File: src/hdl/sha256_pkg.sv
// ----------------------------------------------------------------------------
// sha256_pkg
// Shared types, constants and round tables of the sha-256 digest core.
// ----------------------------------------------------------------------------
package sha256_pkg;

  localparam int unsigned BLOCK_BYTES = 64;
  localparam int unsigned ROUNDS      = 64;
  localparam int unsigned DIGEST_WORDS = 8;

  localparam logic [7:0] PAD_MARK = 8'h80;
  localparam logic [5:0] LEN_POS  = 6'd56;

  // byte source for the block shift line
  localparam logic [1:0] SRC_DATA = 2'd0;
  localparam logic [1:0] SRC_MARK = 2'd1;
  localparam logic [1:0] SRC_ZERO = 2'd2;
  localparam logic [1:0] SRC_LEN  = 2'd3;

  localparam logic [31:0] SHA_IV [DIGEST_WORDS] = '{
    32'h6a09e667, 32'hbb67ae85, 32'h3c6ef372, 32'ha54ff53a,
    32'h510e527f, 32'h9b05688c, 32'h1f83d9ab, 32'h5be0cd19
  };

  localparam logic [31:0] SHA_K [ROUNDS] = '{
    32'h428a2f98, 32'h71374491, 32'hb5c0fbcf, 32'he9b5dba5,
    32'h3956c25b, 32'h59f111f1, 32'h923f82a4, 32'hab1c5ed5,
    32'hd807aa98, 32'h12835b01, 32'h243185be, 32'h550c7dc3,
    32'h72be5d74, 32'h80deb1fe, 32'h9bdc06a7, 32'hc19bf174,
    32'he49b69c1, 32'hefbe4786, 32'h0fc19dc6, 32'h240ca1cc,
    32'h2de92c6f, 32'h4a7484aa, 32'h5cb0a9dc, 32'h76f988da,
    32'h983e5152, 32'ha831c66d, 32'hb00327c8, 32'hbf597fc7,
    32'hc6e00bf3, 32'hd5a79147, 32'h06ca6351, 32'h14292967,
    32'h27b70a85, 32'h2e1b2138, 32'h4d2c6dfc, 32'h53380d13,
    32'h650a7354, 32'h766a0abb, 32'h81c2c92e, 32'h92722c85,
    32'ha2bfe8a1, 32'ha81a664b, 32'hc24b8b70, 32'hc76c51a3,
    32'hd192e819, 32'hd6990624, 32'hf40e3585, 32'h106aa070,
    32'h19a4c116, 32'h1e376c08, 32'h2748774c, 32'h34b0bcb5,
    32'h391c0cb3, 32'h4ed8aa4a, 32'h5b9cca4f, 32'h682e6ff3,
    32'h748f82ee, 32'h78a5636f, 32'h84c87814, 32'h8cc70208,
    32'h90befffa, 32'ha4506ceb, 32'hbef9a3f7, 32'hc67178f2
  };

  typedef struct packed {
    logic       shift;
    logic [1:0] src;
    logic       count_inc;
    logic       comp_load;
    logic       round_en;
    logic [5:0] rnd;
    logic       ffwd;
    logic       init;
    logic [2:0] out_idx;
  } cmd_t;

  typedef struct packed {
    logic [5:0] fill;
  } sts_t;

  function automatic logic [31:0] rotr(input logic [31:0] x, input int unsigned n);
    rotr = (x >> n) | (x << (32 - n));
  endfunction

endpackage

File: src/hdl/sha256_dp.sv
// ----------------------------------------------------------------------------
// sha256_dp
// Datapath: block shift line doubling as schedule window, round registers,
// chaining words, fill and byte counters.
// ----------------------------------------------------------------------------
module sha256_dp
  import sha256_pkg::*;
(
  input  logic        clk,
  input  logic        rst_n,
  input  cmd_t        cmd,
  input  logic [7:0]  data_byte,
  output sts_t        sts,
  output logic [31:0] digest_word
);

  logic [511:0] win_r, win_nxt;
  logic [31:0]  v_r [8];
  logic [31:0]  hv_r [8];
  logic [5:0]   fill_r;
  logic [63:0]  cnt_r;

  logic [63:0]  bits;
  logic [7:0]   len_byte;
  logic [7:0]   shift_byte;
  logic [31:0]  w0, w1, w9, w14, s0, s1, w_new;
  logic [31:0]  big0, big1, ch, maj, t1, t2;

  assign bits     = {cnt_r[60:0], 3'b000};
  assign len_byte = bits[{~fill_r[2:0], 3'b000} +: 8];

  always_comb begin
    case (cmd.src)
      SRC_DATA: shift_byte = data_byte;
      SRC_MARK: shift_byte = PAD_MARK;
      SRC_LEN:  shift_byte = len_byte;
      default:  shift_byte = 8'h00;
    endcase
  end

  assign w0    = win_r[511:480];
  assign w1    = win_r[479:448];
  assign w9    = win_r[223:192];
  assign w14   = win_r[63:32];
  assign s0    = rotr(w1, 7) ^ rotr(w1, 18) ^ (w1 >> 3);
  assign s1    = rotr(w14, 17) ^ rotr(w14, 19) ^ (w14 >> 10);
  assign w_new = w0 + s0 + w9 + s1;

  assign big1 = rotr(v_r[4], 6) ^ rotr(v_r[4], 11) ^ rotr(v_r[4], 25);
  assign ch   = (v_r[4] & v_r[5]) ^ (~v_r[4] & v_r[6]);
  assign t1   = v_r[7] + big1 + ch + SHA_K[cmd.rnd] + w0;
  assign big0 = rotr(v_r[0], 2) ^ rotr(v_r[0], 13) ^ rotr(v_r[0], 22);
  assign maj  = (v_r[0] & v_r[1]) ^ (v_r[0] & v_r[2]) ^ (v_r[1] & v_r[2]);
  assign t2   = big0 + maj;

  always_comb begin
    win_nxt = win_r;
    if (cmd.shift) begin
      win_nxt = {win_r[503:0], shift_byte};
    end else if (cmd.round_en) begin
      win_nxt = {win_r[479:0], w_new};
    end
  end

  always_ff @(posedge clk) begin
    win_r <= win_nxt;
    if (cmd.comp_load) begin
      for (int i = 0; i < 8; i++) begin
        v_r[i] <= hv_r[i];
      end
    end else if (cmd.round_en) begin
      v_r[7] <= v_r[6];
      v_r[6] <= v_r[5];
      v_r[5] <= v_r[4];
      v_r[4] <= v_r[3] + t1;
      v_r[3] <= v_r[2];
      v_r[2] <= v_r[1];
      v_r[1] <= v_r[0];
      v_r[0] <= t1 + t2;
    end
  end

  always_ff @(posedge clk) begin
    if (!rst_n || cmd.init) begin
      for (int i = 0; i < 8; i++) begin
        hv_r[i] <= SHA_IV[i];
      end
      fill_r <= '0;
      cnt_r  <= '0;
    end else begin
      if (cmd.ffwd) begin
        for (int i = 0; i < 8; i++) begin
          hv_r[i] <= hv_r[i] + v_r[i];
        end
      end
      if (cmd.shift) begin
        fill_r <= fill_r + 6'd1;
      end
      if (cmd.count_inc) begin
        cnt_r <= cnt_r + 64'd1;
      end
    end
  end

  assign sts.fill    = fill_r;
  assign digest_word = hv_r[cmd.out_idx];

endmodule

File: src/hdl/sha256_ctrl.sv
// ----------------------------------------------------------------------------
// sha256_ctrl
// Controller: input handshake, padding sequence, round counter and digest
// output sequencing.
// ----------------------------------------------------------------------------
module sha256_ctrl
  import sha256_pkg::*;
(
  input  logic clk,
  input  logic rst_n,
  input  logic in_tvalid,
  output logic in_tready,
  input  logic in_present,
  input  logic in_last,
  output logic out_tvalid,
  input  logic out_tready,
  output logic out_last,
  input  sts_t sts,
  output cmd_t cmd
);

  localparam logic [2:0] ST_IDLE  = 3'd0;
  localparam logic [2:0] ST_ROUND = 3'd1;
  localparam logic [2:0] ST_FFWD  = 3'd2;
  localparam logic [2:0] ST_PAD   = 3'd3;
  localparam logic [2:0] ST_OUT   = 3'd4;

  logic [2:0] state_r, state_nxt;
  logic [5:0] rnd_r, rnd_nxt;
  logic [2:0] idx_r, idx_nxt;
  logic       fin_r, fin_nxt;
  logic       mark_r, mark_nxt;
  logic       len_ok_r, len_ok_nxt;
  logic       block_full;

  assign block_full = (sts.fill == 6'(BLOCK_BYTES - 1));

  always_comb begin
    state_nxt  = state_r;
    rnd_nxt    = rnd_r;
    idx_nxt    = idx_r;
    fin_nxt    = fin_r;
    mark_nxt   = mark_r;
    len_ok_nxt = len_ok_r;
    cmd        = '0;
    cmd.rnd    = rnd_r;
    cmd.out_idx = idx_r;
    in_tready  = 1'b0;
    out_tvalid = 1'b0;
    unique case (state_r)
      ST_IDLE: begin
        in_tready = 1'b1;
        if (in_tvalid) begin
          fin_nxt  = in_last;
          mark_nxt = 1'b0;
          if (in_present) begin
            cmd.shift     = 1'b1;
            cmd.src       = SRC_DATA;
            cmd.count_inc = 1'b1;
          end
          if (in_present && block_full) begin
            cmd.comp_load = 1'b1;
            rnd_nxt       = '0;
            state_nxt     = ST_ROUND;
          end else if (in_last) begin
            state_nxt = ST_PAD;
          end
        end
      end
      ST_ROUND: begin
        cmd.round_en = 1'b1;
        rnd_nxt      = rnd_r + 6'd1;
        if (rnd_r == 6'(ROUNDS - 1)) begin
          state_nxt = ST_FFWD;
        end
      end
      ST_FFWD: begin
        cmd.ffwd = 1'b1;
        if (!fin_r) begin
          state_nxt = ST_IDLE;
        end else if (!mark_r) begin
          state_nxt = ST_PAD;
        end else if (len_ok_r) begin
          idx_nxt   = '0;
          state_nxt = ST_OUT;
        end else begin
          len_ok_nxt = 1'b1;
          state_nxt  = ST_PAD;
        end
      end
      ST_PAD: begin
        cmd.shift = 1'b1;
        if (!mark_r) begin
          cmd.src    = SRC_MARK;
          mark_nxt   = 1'b1;
          len_ok_nxt = (sts.fill < LEN_POS);
        end else if (len_ok_r && (sts.fill >= LEN_POS)) begin
          cmd.src = SRC_LEN;
        end else begin
          cmd.src = SRC_ZERO;
        end
        if (block_full) begin
          cmd.comp_load = 1'b1;
          rnd_nxt       = '0;
          state_nxt     = ST_ROUND;
        end
      end
      ST_OUT: begin
        out_tvalid = 1'b1;
        if (out_tready) begin
          idx_nxt = idx_r + 3'd1;
          if (idx_r == 3'(DIGEST_WORDS - 1)) begin
            cmd.init   = 1'b1;
            fin_nxt    = 1'b0;
            mark_nxt   = 1'b0;
            len_ok_nxt = 1'b0;
            state_nxt  = ST_IDLE;
          end
        end
      end
      default: begin
        state_nxt = ST_IDLE;
      end
    endcase
  end

  assign out_last = (idx_r == 3'(DIGEST_WORDS - 1));

  always_ff @(posedge clk) begin
    if (!rst_n) begin
      state_r  <= ST_IDLE;
      rnd_r    <= '0;
      idx_r    <= '0;
      fin_r    <= 1'b0;
      mark_r   <= 1'b0;
      len_ok_r <= 1'b0;
    end else begin
      state_r  <= state_nxt;
      rnd_r    <= rnd_nxt;
      idx_r    <= idx_nxt;
      fin_r    <= fin_nxt;
      mark_r   <= mark_nxt;
      len_ok_r <= len_ok_nxt;
    end
  end

endmodule

File: src/hdl/sha256_message_digest_core.sv
// ----------------------------------------------------------------------------
// sha256_message_digest_core
// SHA-256 over a byte stream, one message byte per input beat.
//
// Input beats carry a byte in in_tdata, in_tuser marks the byte as present,
// in_tlast ends the message after this beat's byte. A beat without a byte
// and without tlast is dropped; tlast alone ends the message.
// Output: eight digest words, word 0 first, out_tlast on word 7.
// Throughput: a byte is taken every cycle until a block is full; the 64th
// byte starts a compression (64 rounds of the single round unit plus the
// feed-forward) during which in_tready is low. At the end of a message the
// padding bytes are shifted in one per cycle, each padded block followed by
// a compression; the padding fills one block, or two if the marker byte
// leaves no room for the length. The eight words go out one per accepted
// beat. in_tready stays low from the end beat until the last digest word is
// taken; a stalled receiver simply holds the word on out_tdata. Reset loads
// the initial hash values and clears both counters; afterwards the core is
// ready at once.
// ----------------------------------------------------------------------------
module sha256_message_digest_core
  import sha256_pkg::*;
(
  input  logic        clk,
  input  logic        rst_n,
  input  logic        in_tvalid,
  output logic        in_tready,
  input  logic [7:0]  in_tdata,   // data_byte
  input  logic        in_tuser,   // byte_present
  input  logic        in_tlast,   // end_of_message
  output logic        out_tvalid,
  input  logic        out_tready,
  output logic [39:0] out_tdata,  // digest_word[31:0], word_index[34:32], zeros
  output logic        out_tlast   // last_word
);

  cmd_t        cmd;
  sts_t        sts;
  logic [31:0] digest_word;

  sha256_ctrl u_ctrl (
    .clk        (clk),
    .rst_n      (rst_n),
    .in_tvalid  (in_tvalid),
    .in_tready  (in_tready),
    .in_present (in_tuser),
    .in_last    (in_tlast),
    .out_tvalid (out_tvalid),
    .out_tready (out_tready),
    .out_last   (out_tlast),
    .sts        (sts),
    .cmd        (cmd)
  );

  sha256_dp u_dp (
    .clk         (clk),
    .rst_n       (rst_n),
    .cmd         (cmd),
    .data_byte   (in_tdata),
    .sts         (sts),
    .digest_word (digest_word)
  );

  assign out_tdata = {5'b00000, cmd.out_idx, digest_word};

endmodule
File: config.mk
export PLATFORM = sky130hd
export DESIGN_NAME = sha256_message_digest_core
export DESIGN_NICKNAME = d
export VERILOG_FILES = /design/src/hdl/sha256_pkg.sv /design/src/hdl/sha256_dp.sv /design/src/hdl/sha256_ctrl.sv /design/src/hdl/sha256_message_digest_core.sv
export SDC_FILE = /design/constraint.sdc
export NUM_CORES = 2
export LEC_CHECK = 0
export BUFFER_PORTS_ARGS = -buffer_cell sky130_fd_sc_hd__clkbuf_2
export CORE_AREA = 5 5 632 509
export CTS_BUF_LIST = sky130_fd_sc_hd__clkbuf_4
export DETAILED_ROUTE_END_ITERATION = 7
export DIE_AREA = 0 0 637 514
export PLACE_DENSITY = 0.38
export SLEW_MARGIN = 0
export SYNTH_ARGS = -nofsm -noshare
export SYNTH_HDL_FRONTEND = slang
export SYNTH_SLANG_ARGS = --single-unit
File: constraint.sdc
create_clock -name clk -period 27.4 [get_ports clk]
set_input_delay 8.22 -clock clk [delete_from_list [all_inputs] [get_ports clk]]
set_output_delay 8.22 -clock clk [all_outputs]
set_load 0.02 [all_outputs]
==> results.cfg <==
[cts]
clock_sinks = 1109
cts_buffers = 353
cts_resized = 0
cts_setup_buffers = 0
path_clk_slew_ns = 0.06
cts_buffer_depth = 4
root_buffer = clkbuf_4
htreeDepth = 5
ctsHoldBuffers = 0
cts_tree = built
clock_latency_ns = 1.25

[placement]
dp_hpwl_mm = 200.8
post-place-cells = 11930
place_area_um2 = 79720
port_buffers = 51
gp_congestion = 0.8795

[global_routing]
met3_usage = 0.02522
grt-busiest-layer = met1
grt_overflow = 0
grt_max_degree = 246
grt_usage = 0.1615
antenna_found_initial = 8
grt_pass1_wl_mm = 397.4
grt_use_met2 = 0.2312
use_met1 = 0.2520
grt_pass1_vias = 57096

[route]
ant_nets = 0
routedWlPerCell_um = 21.90
viasPerCell = 4.705
first_pass_iters = 6
drt-initial-drc-count = 5169
drc_errors = 0
via_count = 58964
wirelength_mm = 274.4

[hold_path]
hold_path_end = u_dp.cnt_r[14]
hold_depth = 2
hold_start = u_dp.cnt_r[14]
hp-class = flip-flop to flip-flop

[logic_synthesis]
syn-cell-area_um2 = 75010
synthCells = 8004
synth_seq_area_share = 0.4326
synth_edf_count = 1024
synth-seq-cells = 1109
syn_avg_cell_area_um2 = 9.371
ys_types = 105
async_flop_share = 0
ys.flop_type = edfxtp_1
yosysWarnings = 0

[sta]
fin_crit_ns = 12.65
finalHoldViolations = 0
finalSetupTns_ns = 0
finalCritPeriodShare = 0.4617
fin_skew_ns = 0.09427
drv_slew = 0
worst_pin_slew_ns = 1.282
max_slew_margin = 0.1425
max_freq_mhz = 79.04
rsz0062_at_grt = no
setup_violations = 0

[setup_path]
arrival_ns = 4.43
critPathMaxFanout = 31
rr_endpoint = u_dp.v_r[0][31]
ff2ff_path_depth = 36
cp.required_ns = 19.18
r2r_slack_ns = 15.68
end_kind = primary output
start_kind = flip-flop
timing.rr.start = u_ctrl.rnd_r[1]
path_class = flip-flop to primary output

[cells_and_area]
final_cells = 12533
drive_gt1_frac = 0.1063
utilization = 0.2667
final_nets = 8684
layout-area-overhead-vs-synth_pct = 12.10
stdcell_area_um2 = 84080

[floorplan]
die_w_um = 637
core_um2 = 315300
die_y_um = 514
start_util = 0.2379
die_area_um2 = 327400
row_count = 185
ioPinCount = 57

[job]
cap_violations = 0

[outcome]
status = completed
==> per-layer routing <==
metal | vias to the layer above | part of all wire
met5 | - | 0
met4 | 0 | 0.020
met3 | 324 | 0.058
met2 | 1734 | 0.41
met1 | 29007 | 0.51
li1 | 27899 | -
==> final cells by class <==
type | instances | area [µm²]
Clock buffer | 520 | 3904
Antenna cell | 13 | 32.53
Timing Repair Buffer | 146 | 1003
Inverter | 364 | 1374
Fill cell | 33941 | 231200
Clock inverter | 69 | 417.9
Multi-Input combinational cell | 6105 | 39620
Tap cell | 4207 | 5264
Sequential cell | 1109 | 32470
==> through the flow <==
step	hold slack (ns)	worst slack, ns
2_1_floorplan	0.4539	6.138
3_3_place_gp	0.4646	14.20
3_5_place_dp	0.4945	14.13
4_1_cts	0.5023	14.46
5_1_grt	0.5333	14.36
6_report	0.5049	14.75
==> Yosys cell counts, types with 11 or more instances <==
master,instances,area [µm²]
and3_1,50,312.8
a221oi_1,11,96.34
clkbuf_1,380,1426
nor2_1,385,1445
o22ai_1,18,112.6
inv_1,362,1359
nand2_1,2446,9181
or2_2,12,75.07
xor2_1,243,2128
nor2b_1,53,331.6
a21oi_1,367,1837
o21ai_1,36,180.2
nand4_1,35,219.0
mux2_2,43,484.2
nor3_1,76,380.4
edfxtp_1,1024,30750
a21o_1,195,1464
fa_1,195,3904
mux4_2,83,1869
and2_1,18,112.6
a311oi_1,13,113.9
buf_1,39,146.4
xnor2_1,356,3118
o21ai_0,348,1742
a211o_1,15,131.4
ha_1,396,4955
nand2b_1,81,506.7
mux2i_1,49,490.5
nand3_1,82,410.4
o21a_1,64,480.5
a31o_2,11,96.34
a211oi_1,55,412.9
dfxtp_1,85,1702
o211ai_1,27,202.7
o31ai_1,28,210.2
a31oi_1,42,262.8
a2111oi_0,11,96.34
o21bai_1,34,255.2
or3_1,37,231.5
==> state kept, by name, summed over array words and instances (netlist names), named ones only <==
| register | flops |
|---|---|
| u_dp.sts | 6 |
| u_ctrl.mark_r | 1 |
| u_dp.v_r | 256 |
| u_ctrl.len_ok_r | 1 |
| u_dp.cnt_r | 61 |
| u_dp.win_r | 512 |
| u_ctrl.state_r | 3 |
| u_ctrl.idx_r | 3 |
| u_ctrl.fin_r | 1 |
| u_ctrl.rnd_r | 6 |
| u_dp.hv_r | 256 |
==> cell usage in the layout, fill, tap and decap left out, types with 13 or more instances in the layout <==
cell,Yosys,final
o211ai_1,27,27
inv_1,362,361
clkinv_1,2,49
ha_1,396,396
o21ai_1,36,36
o21bai_1,34,34
edfxtp_1,1024,1024
nand2b_1,81,81
mux2_2,43,43
buf_4,8,91
a31oi_1,42,42
nor2b_1,53,53
fa_1,195,195
and3_1,50,49
or3_1,37,36
o22ai_1,18,18
nor3_1,76,76
a21oi_1,367,367
diode_2,0,13
a211o_1,15,15
dfxtp_1,85,78
clkbuf_2,1,51
nor2_1,385,383
a21o_1,195,195
o21a_1,64,64
xor2_1,243,243
mux4_2,83,83
nand3_1,82,82
clkbuf_4,0,520
xnor2_1,356,356
a311oi_1,13,13
nand4_1,35,35
mux2i_1,49,49
o31ai_1,28,28
o21ai_0,348,348
nand2_1,2446,2443
a211oi_1,55,55
and2_1,18,18
==> cell families after synthesis <==
group,count (synthesis),synth area share
other cells,1,0.00004999
fa+ha+maj,594,0.1185
xor+xnor,600,0.07016
flops,1109,0.4326
mux,175,0.03792
compound gates,1399,0.1179
buf+inv,794,0.04027
simple gates,3332,0.1826
==> worst max path at each step <==
stage	slack [ns]	cells after the start	to	from
after detailed placement	14.13	8	u_dp.win_r[27]	in_tvalid
after global placement	14.20	8	u_dp.win_r[22]	in_tvalid
final	14.75	5	out_tdata[17]	flip-flop
after CTS	14.46	5	out_tdata[30]	flip-flop
after global routing	14.36	5	out_tdata[17]	flip-flop
after floorplan	6.14	6	u_dp.win_r[0]	in_tvalid
==> critical path, cell delays in order, from the launching register on <==
cell,delay [ns]
dfxtp_4,0.66
buf_4,0.52
buf_4,0.68
mux4_2,0.66
mux2_2,0.41
clkbuf_2,0.20
Power is not shown: default switching activity piles up to over one toggle a cycle in this logic, so the estimate is an artifact.
